===== config.mk =====
export PLATFORM = sky130hd
export DESIGN_NAME = clp_front
export DESIGN_NICKNAME = d
export VERILOG_FILES = /design/src/design/clp_pkg.sv /design/src/design/clp_front.sv
export SDC_FILE = /design/constraint.sdc
export NUM_CORES = 2
export LEC_CHECK = 0
export ABC_CLOCK_PERIOD_IN_PS = 7700
export BUFFER_PORTS_ARGS = -buffer_cell sky130_fd_sc_hd__buf_2
export CAP_MARGIN = 0
export CORE_AREA = 2 2 267 269
export DETAILED_ROUTE_END_ITERATION = 10
export DIE_AREA = 0 0 269 271
export PLACE_DENSITY = 0.72
export SETUP_SLACK_MARGIN = 0.15
export SLEW_MARGIN = 15
export SYNTH_ARGS = -nofsm -noshare
export SYNTH_HDL_FRONTEND = slang
export SYNTH_SLANG_ARGS = --single-unit

===== constraint.sdc =====
create_clock -name aclk -period 7.7 [get_ports aclk]
set_input_delay 0 -clock aclk [delete_from_list [all_inputs] [get_ports aclk]]
set_output_delay 0 -clock aclk [all_outputs]
set_load 0.005 [all_outputs]

===== src/design/clp_pkg.sv =====
// Shared types, constants and arithmetic helpers of the D2Q9 BGK collision pipeline.
package clp_pkg;

    localparam int QF     = 28;
    localparam int NDIR   = 9;
    localparam int NSTEP  = 33;

    // Direction order: rest, E, N, W, S, NE, NW, SW, SE
    localparam int OPP    [NDIR] = '{0, 3, 4, 1, 2, 7, 8, 5, 6};
    localparam int WCLASS [NDIR] = '{0, 1, 1, 1, 1, 2, 2, 2, 2};

    typedef logic signed [31:0] q_t;
    typedef logic [NDIR-1:0][31:0] dist_vec_t;

    typedef enum logic [1:0] {
        REG_RELAX  = 2'd0,
        REG_W_REST = 2'd1,
        REG_W_AXIS = 2'd2,
        REG_W_DIAG = 2'd3
    } cfg_index_t;

    typedef struct packed {
        logic [29:0] relax;
        logic [28:0] w_rest;
        logic [28:0] w_axis;
        logic [28:0] w_diag;
    } cfg_t;

    typedef struct packed {
        logic        neg;
        logic        ovf;
        logic [30:0] rem;
        logic [32:0] quo;
        logic [31:0] mag;
    } div_lane_t;

    typedef struct packed {
        q_t        vel_y;
        q_t        vel_x;
        dist_vec_t new_dist;
    } result_t;

    // Clamp a wide signed value to 32 bits
    function automatic q_t sat32(input logic signed [63:0] v);
        q_t r;
        if (v > 64'sd2147483647) begin
            r = 32'sh7FFFFFFF;
        end else if (v < -64'sd2147483648) begin
            r = 32'sh80000000;
        end else begin
            r = v[31:0];
        end
        return r;
    endfunction

    // Scale a raw Q4.28 product back, rounding toward minus infinity
    function automatic q_t q_round(input logic signed [63:0] p);
        logic signed [63:0] s;
        s = p >>> QF;
        return sat32(s);
    endfunction

    // Set up one divider lane: magnitude, sign and quotient overflow check
    function automatic div_lane_t div_prep(input q_t m, input logic [30:0] d);
        div_lane_t  l;
        logic [32:0] negm;
        negm   = -33'(m);
        l.neg  = m[31];
        l.mag  = m[31] ? negm[31:0] : m;
        l.ovf  = ({4'b0, l.mag[31:5]} >= d);
        l.rem  = {4'b0, l.mag[31:5]};
        l.quo  = '0;
        return l;
    endfunction

    // One restoring division step: bring in one numerator bit
    function automatic div_lane_t div_step(input div_lane_t l, input logic [30:0] d,
                                           input logic b);
        div_lane_t  r;
        logic [31:0] t;
        logic [31:0] diff;
        r    = l;
        t    = {l.rem, b};
        diff = t - {1'b0, d};
        if (t >= {1'b0, d}) begin
            r.rem = diff[30:0];
            r.quo = {l.quo[31:0], 1'b1};
        end else begin
            r.rem = t[30:0];
            r.quo = {l.quo[31:0], 1'b0};
        end
        return r;
    endfunction

    // Apply sign and saturation to the quotient, or return zero for nonpositive density
    function automatic q_t div_finish(input div_lane_t l, input logic pos);
        q_t          r;
        logic [32:0] negq;
        negq = -l.quo;
        if (!pos) begin
            r = '0;
        end else if (l.neg) begin
            r = (l.ovf || l.quo > 33'h080000000) ? 32'sh80000000 : negq[31:0];
        end else begin
            r = (l.ovf || l.quo > 33'h07FFFFFFF) ? 32'sh7FFFFFFF : l.quo[31:0];
        end
        return r;
    endfunction

endpackage


===== src/design/clp_front.sv =====
// Input stage: bounce-back swap, density and momentum sums.
module clp_front import clp_pkg::*; (
    input  logic      aclk,
    input  logic      aresetn,
    input  logic      en,
    input  logic      in_valid,
    input  dist_vec_t in_dist,
    input  logic      in_fluid,
    output logic      out_valid,
    output dist_vec_t out_dist,
    output q_t        out_rho,
    output q_t        out_mx,
    output q_t        out_my
);

    logic      valid_reg;
    dist_vec_t dist_reg, dist_next;
    q_t        rho_reg, rho_next;
    q_t        mx_reg, mx_next;
    q_t        my_reg, my_next;

    // Swap moving directions for wall cells, then sum
    always_comb begin
        logic signed [35:0] rs;
        logic signed [35:0] xs;
        logic signed [35:0] ys;
        for (int i = 0; i < NDIR; i++) begin
            dist_next[i] = in_fluid ? in_dist[i] : in_dist[OPP[i]];
        end
        rs = '0;
        for (int i = 0; i < NDIR; i++) begin
            rs = rs + 36'($signed(dist_next[i]));
        end
        xs = 36'($signed(dist_next[1])) - 36'($signed(dist_next[3]))
           + 36'($signed(dist_next[5])) - 36'($signed(dist_next[6]))
           - 36'($signed(dist_next[7])) + 36'($signed(dist_next[8]));
        ys = 36'($signed(dist_next[2])) - 36'($signed(dist_next[4]))
           + 36'($signed(dist_next[5])) + 36'($signed(dist_next[6]))
           - 36'($signed(dist_next[7])) - 36'($signed(dist_next[8]));
        rho_next = sat32(64'(rs));
        mx_next  = sat32(64'(xs));
        my_next  = sat32(64'(ys));
    end

    always_ff @(posedge aclk) begin
        if (!aresetn) begin
            valid_reg <= 1'b0;
        end else if (en) begin
            valid_reg <= in_valid;
        end
    end

    always_ff @(posedge aclk) begin
        if (en) begin
            dist_reg <= dist_next;
            rho_reg  <= rho_next;
            mx_reg   <= mx_next;
            my_reg   <= my_next;
        end
    end

    assign out_valid = valid_reg;
    assign out_dist  = dist_reg;
    assign out_rho   = rho_reg;
    assign out_mx    = mx_reg;
    assign out_my    = my_reg;

endmodule


==> impl_metrics.toml <==
[run_status]
status = "completed"

[placed_design]
placed_area_mm2 = 0.0378
gp_congestion = 1.01
io_buffers = 677
post-place-ws_ns = 0.467
hpwl_mm = 89.1

[yosys]
ys.flop_type = "edfxtp_1"
ys_top_cells_by_count = "783 x inv_1, 487 x fa_1, 384 x edfxtp_1"
synth.distinct_cells = 81
synthMuxAreaShare_pct = 7.97
netlist.area_leader.share_pct = 34.7
synthSimpleGateAreaFrac_pct = 3.10
synthArstFlopShare_pct = 0
syn_area_mm2 = 0.0333
yosysMostFrequentCell = "inv_1"
synth_top_family_by_area = "adder cells"
synth_xor_area_share_pct = 2.45
synth_cells = 2824
synth_compound_area_share_pct = 8.53
synth_seq_area_share_pct = 34.7
synth_edf_count = 384
syn_avg_cell_area_um2 = 11.8
syn-num-nets = 3712
synthAdderAreaFrac_pct = 33.4
ys_ff_latch = 385
yosysTopAreaCell = "edfxtp_1"
yosys_warnings = 0
yosys-top-cells-area = "edfxtp_1 35%, fa_1 29%, inv_1 8.8%"

[job]
cap_viol_max_count = 0

[layout]
layout.nets = 4816
finalInstanceArea_mm2 = 0.0435
final_util_pct = 62.3
syn_to_final_growth_pct = 30.8
drive_gt1_share_pct = 22.4

[sta]
setup_slack_ns = 0.897
fin_tns_setup_ns = 0
setup_violations = 0
max-slew-margin-rel_pct = 28.4
fmax_ghz = 0.147
drv_slew = 0
min_period_over_period_pct = 88.4
min_period_ns = 6.80
final-hold-violation-count = 0
rsz0062_at_grt = "false"
tightestPinTransition_ns = 1.07
finClkSkew_ns = 0

[clock_tree]
insertion_delay_ns = 0.60
cts_buffer_depth = 3
cts_buffers = 47
cts_sinks = 385
cts_root_buffer = "clkbuf_16"
postCtsSetupBuffers = 0
cts.htree.levels = 2
cts_tree = "built"
cts_resized = 0
ctsHoldBuffers = 419
clkTransAtPathRegs_ns = 0.06

[critical_path]
slowest_delay_ns = 0.73
crit_fanout = 41
worst_path_most_repeated_cell = "fa_1"
cp.required_ns = 8.04
startpoint_type = "input pin"
end_kind = "register"
crit_type = "in -> reg"
path_cells = "buf_8 > buf_12 > buf_4 > mux2i_1 > dlygate4sd3_1 > inv_1 > fa_1 > fa_1 > fa_1 > inv_1 > fa_1 > inv_1 > ha_1 > nand2_1 > nor4_1 > and3_1 > a32o_1 > nor3_1 > nor2_1 > xor2_1 > o41a_2 > a41o_1"
cp_slowest_cell = "o41a_2"
arrival_ns = 7.15

[die]
dieArea_mm2 = 0.0729
row_count = 97
start_util_pct = 47.7
core_mm2 = 0.0698
die_w_um = 269
ios = 678
die_y_um = 271

[route]
drc = 0
vias = 25657
viasPerCell = 5.22
drtPass1Iterations = 5
wl_per_cell_um = 23.3
ant_nets = 0
drt_iter0_drc = 2055
wl_mm = 115

[global_routing]
grt_pass1_wl_mm = 171
grt_max_degree = 85
grt_antenna_before_repair = 21
grt_pass1_vias = 28006
grt_remaining_overflow = 0
grtUsageTotal_pct = 31.8

[hold_path]
hp-class = "in -> reg"
flip-flops by register name (all words and copies together), names as in the netlist:
name / flops
out_dist: 288
out_mx: 32
out_my: 32
out_rho: 32
out_valid: 1
final timing paths:
kind	startpoint	to	slack, ns	cells past startpoint
max	in_fluid	out_rho[29]	0.90	22
min	in_fluid	out_dist[134]	0.07	3
min reg2reg	out_valid	out_valid	1.11	3
max reg2reg	out_valid	out_valid	6.52	3
cell families (layout without fill, tap and decap cells):
group                    count (synthesis)  count (layout)
buffers and inverters                  855            1995
other                                    0              13
AND/OR/NAND/NOR                        221             221
flip-flops                             385             385
AO/OA/AOI/OAI                          419             419
adder cells (fa/ha/maj)                595             595
multiplexers                           257             257
XOR/XNOR                                92              92
per-stage QoR:
step	std cells	hold slack (ns)
6_report	4917	0.0729
3_3_place_gp	4400	0.192
5_1_grt	4913	0.0868
4_1_cts	4904	0.0404
2_1_floorplan	2824	0.0989
3_5_place_dp	4400	0.192
layer usage:
metal  global-route usage (%)  vias up  wire [um]  part of all wire [%]
met5                        0        -        112                 0.098
met4                     14.5       16       5930                   5.2
met3                     7.70      289       9240                   8.0
met2                     57.2     1186      59800                    52
met1                     35.2    12808      39700                    35
li1                         -    11358          -                     -
area by class of cell:
type	instances	area, um2
Antenna cell	13	32.5
Fill cell	5347	26300
Multi-Input combinational cell	1584	18500
Clock inverter	30	219
Sequential cell	385	11600
Clock buffer	55	1230
Inverter	783	2940
Timing Repair Buffer	1127	7890
Tap cell	940	1180
critical path, delay by kind of cell:
kind / cells / cell delay [ns]
AOI/OAI and AO/OA: 3 / 1.24
xor gates and xnor gates: 1 / 0.10
adders and majority gates: 5 / 2.58
buffers and inverters: 7 / 1.67
muxes: 1 / 0.29
and+or+nand+nor: 5 / 1.16
placed cells by master (no fill, tap or decap), drive strengths merged, types with 52 or more instances in the layout:
cell type    count
ha             108
a21oi          117
clkbuf          55
fa             487
xnor2           52
dlygate4sd3    419
edfxtp         384
a21o            66
mux2            62
mux2i          195
buf            708
inv            784
nand2           86
nor2            53
o21ai          127
Power is left out: the tool's default activity adds up to more than one toggle a clock period on the data nets, which glitch-free logic cannot reach.
