===== src/design/clp_pkg.sv =====
// Shared types, constants and arithmetic helpers of the D2Q9 BGK collision pipeline.
package clp_pkg;

    localparam int QF     = 28;
    localparam int NDIR   = 9;
    localparam int NSTEP  = 33;

    // Direction order: rest, E, N, W, S, NE, NW, SW, SE
    localparam int OPP    [NDIR] = '{0, 3, 4, 1, 2, 7, 8, 5, 6};
    localparam int WCLASS [NDIR] = '{0, 1, 1, 1, 1, 2, 2, 2, 2};

    typedef logic signed [31:0] q_t;
    typedef logic [NDIR-1:0][31:0] dist_vec_t;

    typedef enum logic [1:0] {
        REG_RELAX  = 2'd0,
        REG_W_REST = 2'd1,
        REG_W_AXIS = 2'd2,
        REG_W_DIAG = 2'd3
    } cfg_index_t;

    typedef struct packed {
        logic [29:0] relax;
        logic [28:0] w_rest;
        logic [28:0] w_axis;
        logic [28:0] w_diag;
    } cfg_t;

    typedef struct packed {
        logic        neg;
        logic        ovf;
        logic [30:0] rem;
        logic [32:0] quo;
        logic [31:0] mag;
    } div_lane_t;

    typedef struct packed {
        q_t        vel_y;
        q_t        vel_x;
        dist_vec_t new_dist;
    } result_t;

    // Clamp a wide signed value to 32 bits
    function automatic q_t sat32(input logic signed [63:0] v);
        q_t r;
        if (v > 64'sd2147483647) begin
            r = 32'sh7FFFFFFF;
        end else if (v < -64'sd2147483648) begin
            r = 32'sh80000000;
        end else begin
            r = v[31:0];
        end
        return r;
    endfunction

    // Scale a raw Q4.28 product back, rounding toward minus infinity
    function automatic q_t q_round(input logic signed [63:0] p);
        logic signed [63:0] s;
        s = p >>> QF;
        return sat32(s);
    endfunction

    // Set up one divider lane: magnitude, sign and quotient overflow check
    function automatic div_lane_t div_prep(input q_t m, input logic [30:0] d);
        div_lane_t  l;
        logic [32:0] negm;
        negm   = -33'(m);
        l.neg  = m[31];
        l.mag  = m[31] ? negm[31:0] : m;
        l.ovf  = ({4'b0, l.mag[31:5]} >= d);
        l.rem  = {4'b0, l.mag[31:5]};
        l.quo  = '0;
        return l;
    endfunction

    // One restoring division step: bring in one numerator bit
    function automatic div_lane_t div_step(input div_lane_t l, input logic [30:0] d,
                                           input logic b);
        div_lane_t  r;
        logic [31:0] t;
        logic [31:0] diff;
        r    = l;
        t    = {l.rem, b};
        diff = t - {1'b0, d};
        if (t >= {1'b0, d}) begin
            r.rem = diff[30:0];
            r.quo = {l.quo[31:0], 1'b1};
        end else begin
            r.rem = t[30:0];
            r.quo = {l.quo[31:0], 1'b0};
        end
        return r;
    endfunction

    // Apply sign and saturation to the quotient, or return zero for nonpositive density
    function automatic q_t div_finish(input div_lane_t l, input logic pos);
        q_t          r;
        logic [32:0] negq;
        negq = -l.quo;
        if (!pos) begin
            r = '0;
        end else if (l.neg) begin
            r = (l.ovf || l.quo > 33'h080000000) ? 32'sh80000000 : negq[31:0];
        end else begin
            r = (l.ovf || l.quo > 33'h07FFFFFFF) ? 32'sh7FFFFFFF : l.quo[31:0];
        end
        return r;
    endfunction

endpackage


===== src/design/clp_skid.sv =====
// Output register with a skid entry so the pipeline ready is registered.
module clp_skid import clp_pkg::*; (
    input  logic    aclk,
    input  logic    aresetn,
    input  logic    in_valid,
    input  result_t in_data,
    output logic    in_ready,
    output logic    out_valid,
    output result_t out_data,
    input  logic    out_ready
);

    logic    out_valid_reg, out_valid_next;
    logic    skid_valid_reg, skid_valid_next;
    result_t out_data_reg, out_data_next;
    result_t skid_data_reg, skid_data_next;
    logic    take;

    assign take = in_valid && !skid_valid_reg;

    // Refill the output from the skid entry first, else park a stalled request
    always_comb begin
        out_valid_next  = out_valid_reg;
        skid_valid_next = skid_valid_reg;
        out_data_next   = out_data_reg;
        skid_data_next  = skid_data_reg;
        if (!out_valid_reg || out_ready) begin
            if (skid_valid_reg) begin
                out_valid_next  = 1'b1;
                out_data_next   = skid_data_reg;
                skid_valid_next = 1'b0;
            end else begin
                out_valid_next = take;
                out_data_next  = in_data;
            end
        end else if (take) begin
            skid_valid_next = 1'b1;
            skid_data_next  = in_data;
        end
    end

    always_ff @(posedge aclk) begin
        if (!aresetn) begin
            out_valid_reg  <= 1'b0;
            skid_valid_reg <= 1'b0;
        end else begin
            out_valid_reg  <= out_valid_next;
            skid_valid_reg <= skid_valid_next;
        end
    end

    always_ff @(posedge aclk) begin
        out_data_reg  <= out_data_next;
        skid_data_reg <= skid_data_next;
    end

    assign in_ready  = !skid_valid_reg;
    assign out_valid = out_valid_reg;
    assign out_data  = out_data_reg;

endmodule


===== config.mk =====
export PLATFORM = sky130hd
export DESIGN_NAME = clp_skid
export DESIGN_NICKNAME = d
export VERILOG_FILES = /design/src/design/clp_pkg.sv /design/src/design/clp_skid.sv
export SDC_FILE = /design/constraint.sdc
export NUM_CORES = 1
export LEC_CHECK = 0
export BUFFER_PORTS_ARGS = -buffer_cell sky130_fd_sc_hd__buf_2
export CAP_MARGIN = 25
export CORE_AREA = 2 2 280 282
export CTS_CLUSTER_DIAMETER = 200
export CTS_CLUSTER_SIZE = 40
export DETAILED_ROUTE_END_ITERATION = 7
export DIE_AREA = 0 0 282 284
export PLACE_DENSITY = 0.63
export SYNTH_ARGS = -nofsm -noshare
export SYNTH_HDL_FRONTEND = slang
export SYNTH_SLANG_ARGS = --single-unit
export TNS_END_PERCENT = 1

===== constraint.sdc =====
create_clock -name aclk -period 78.9 [get_ports aclk]
set_clock_uncertainty 0.1 [all_clocks]
set_input_delay 15.78 -clock aclk [delete_from_list [all_inputs] [get_ports aclk]]
set_output_delay 15.78 -clock aclk [all_outputs]
set_load 0.005 [all_outputs]

==> results.sh <==
export IMPL_critical_path_required_time_ns=79.02
export IMPL_status="complete, no violations"
export IMPL_min_from="skid_data_reg[192]$_DFFE_PP_"
export IMPL_worst_setup_path_start_kind="input pin"
export IMPL_ant_nets=0
export IMPL_preCtsSetupSlack_ns=58.51
export IMPL_multiplexer_area_fraction_after_synthesis=0.193
export IMPL_seq_area_frac_synth=0.778
export IMPL_synth_fa_ha_area_frac=0
export IMPL_timing_setup_critical_path_class="input pin to flip-flop"
export IMPL_reg2reg_setup_slack_ns=74.18
export IMPL_top_level_ports=710
export IMPL_synth_fp_nets=1460
export IMPL_clock_tree_root_cell="sky130_fd_sc_hd__clkbuf_16"
export IMPL_timing_final_crit_share=0.245
export IMPL_dr_first_iter_drc_count=745
export IMPL_pwr_share_seq=0.676
export IMPL_finish_utilization=0.417
export IMPL_internal_power_uw=514
export IMPL_synth_top_family_by_area="multiplexers"
export IMPL_drc=0
export IMPL_overflow=0
export IMPL_post_synthesis_xor_xnor_area_fraction=0
export IMPL_ys_seq_elements=706
export IMPL_number_of_global_route_vias_before_repair=13300
export IMPL_worstRegToRegCells=5
export IMPL_critical_path_arrival_ns=19.42
export IMPL_powerDensity_nw_per_um2=20.2
export IMPL_number_of_antenna_violations_at_the_first_check_in_global_routing=9
export IMPL_die_width_microns=282
export IMPL_fp_dieArea_sq_um=80100
export IMPL_netlist_cell_type_count=13
export IMPL_layout_commonest_cell="sky130_fd_sc_hd__buf_2"
export IMPL_r2r_start="skid_valid_reg$_SDFFE_PP0P_"
export IMPL_final_layout_size_suffix_gt1_frac=0.610
export IMPL_maxCapViolations=0
export IMPL_min_delay_path_class="flip-flop to flip-flop"
export IMPL_count_of_vias_placed_by_the_detailed_router=12700
export IMPL_first_pass_grt_wire_length_microns=84600
export IMPL_power_share_combinational=0.088
export IMPL_complex_gate_fraction_of_the_synthesized_area=0.000276
export IMPL_timing_hold_violations_final=0
export IMPL_max_freq_mhz=51.8
export IMPL_max_vdd_ir_drop_v=0.0000175
export IMPL_layout_setup_ws_ns=59.60
export IMPL_routed_wl_microns=58800
export IMPL_gpl_final_weighted_congestion=0.801
export IMPL_layout_cells_most_common_list="sky130_fd_sc_hd__buf_2 (709), sky130_fd_sc_hd__edfxtp_1 (704), sky130_fd_sc_hd__mux2_4 (347)"
export IMPL_power_frac_clock=0.235
export IMPL_design_core_area_sq_um=77000
export IMPL_timing_final_setup_violations=0
export IMPL_vias_per_cell=4.44
export IMPL_final_setup_tns_ns=0
export IMPL_pin_count_of_the_biggest_net_entering_global_routing=144
export IMPL_gate_count_post_synth=1104
export IMPL_clkSlewWorstSetupHoldPaths_ns=0.14
export IMPL_cts_tree="done"
export IMPL_hold_buffers=0
export IMPL_buffer_ports_inserted=709
export IMPL_rr_endpoint="out_data[288]$_DFFE_PP_"
export IMPL_cts_sinks=706
export IMPL_synthesis_area_per_instance_sq_um=24.7
export IMPL_netSwitchingPower_uw=135
export IMPL_timing_max_slew_rel_slack=0.302
export IMPL_yosys_warnings=0
export IMPL_static_leakage_power_uw=0.0124
export IMPL_min_to="out_data[192]$_DFFE_PP_"
export IMPL_routedWlPerCell_microns=20.6
export IMPL_post_cts_resize_count=0
export IMPL_cts_max_path_buffers=3
export IMPL_post_cts_repair_setup_buffers=0
export IMPL_synthToLayoutAreaGrowth_pct=17.8
export IMPL_fraction_of_power_spent_switching_nets=0.208
export IMPL_finalWorstPathRequiredPeriod_ns=19.30
export IMPL_synthesis_area_sq_um=27200
export IMPL_synth_simple_gate_area_share=0.00119
export IMPL_worst_hold_path_stage_count=1
export IMPL_die_y_microns=284
export IMPL_cp_startpoint="out_ready"
export IMPL_cp_max_fo=75
export IMPL_drt_pass1_iter_count=6
export IMPL_worstSetupEndpointType="flip-flop"
export IMPL_rsz_0062_raised_after_global_routing="no"
export IMPL_core_rowCount=102
export IMPL_timing_worst_slew_pin_value_ns=1.05
export IMPL_initial_utilization=0.354
export IMPL_place_detailed_hpwl_microns=42600
export IMPL_cts_htree_levels=1
export IMPL_groute_usage_overall=0.138
export IMPL_worst_skew_pair_late_latency_ns=0.59
export IMPL_numCtsBuffers=21
export IMPL_finalNetCount=2169
export IMPL_timing_max_transition_violations_final=0
[how the worst max path moves through the flow]
stage	to	slack, ns	cells after the start
global route	skid_data_reg[282]$_DFFE_PP_	59.34	7
CTS	skid_data_reg[197]$_DFFE_PP_	59.15	6
floorplan	skid_data_reg[0]$_DFFE_PP_	26.65	2
finish	skid_data_reg[197]$_DFFE_PP_	59.60	7
global placement	skid_data_reg[103]$_DFFE_PP_	58.61	6
detailed placement	skid_data_reg[110]$_DFFE_PP_	58.51	6
[cell type report]
type                    count  area (sq um)
diodes                      5          12.5
clock buffers              21           526
clock inverters             1          16.3
fillers                  6886         44900
inverters                   1          3.75
multi-input cells         357          5320
flip-flops and latches    706         21200
well taps                1040          1300
repair buffers            726          3710
[per-stage QoR]
stage / std cells / hold WS, ns / instance area [sq um] / total power [uW]
finish: 2857 / 0.452 / 32100 / 649
CTS: 2851 / 0.463 / 32000 / 657
detailed placement: 2829 / 0.434 / 31500 / 506
global placement: 2829 / 0.430 / 31500 / 504
global route: 2856 / 0.451 / 32100 / 672
floorplan: 1104 / 0.423 / 27200 / 480
[per-layer routing]
layer | GRT usage | wire, microns
met1 | 0.158 | 22300
met2 | 0.255 | 31200
met5 | 0 | 62
met3 | 0.0396 | 4440
met4 | 0.0279 | 809
[Yosys cell counts, drive strengths merged]
cell | count | area (sq um)
a21boi | 1 | 7.51
buf | 40 | 743
dfxtp | 2 | 40.0
edfxtp | 704 | 21100
inv | 1 | 3.75
mux2 | 352 | 5270
nand2b | 1 | 6.26
nor2 | 1 | 6.26
nor3b | 2 | 20.0
[critical path, stage by stage]
cell	delay [ns]
sky130_fd_sc_hd__buf_2	0.10
sky130_fd_sc_hd__nand2b_4	0.19
sky130_fd_sc_hd__buf_16	0.25
sky130_fd_sc_hd__nor3b_2	0.43
sky130_fd_sc_hd__buf_4	0.68
sky130_fd_sc_hd__buf_4	0.85
sky130_fd_sc_hd__buf_4	0.91
[cell families after synthesis]
logic type	after synthesis
compound gates	1
buf+inv	41
flops	706
mux	352
simple gates	4
[power groups by stage]
stage | combinational [uW] | clock, uW | sequential [uW]
CTS | 58.5 | 159 | 439
global route | 61.9 | 169 | 441
floorplan | 23.8 | 0 | 456
detailed placement | 58.5 | 0 | 448
global placement | 57.2 | 0 | 447
finish | 57.4 | 152 | 439
Power figures use the tool's default switching activity.
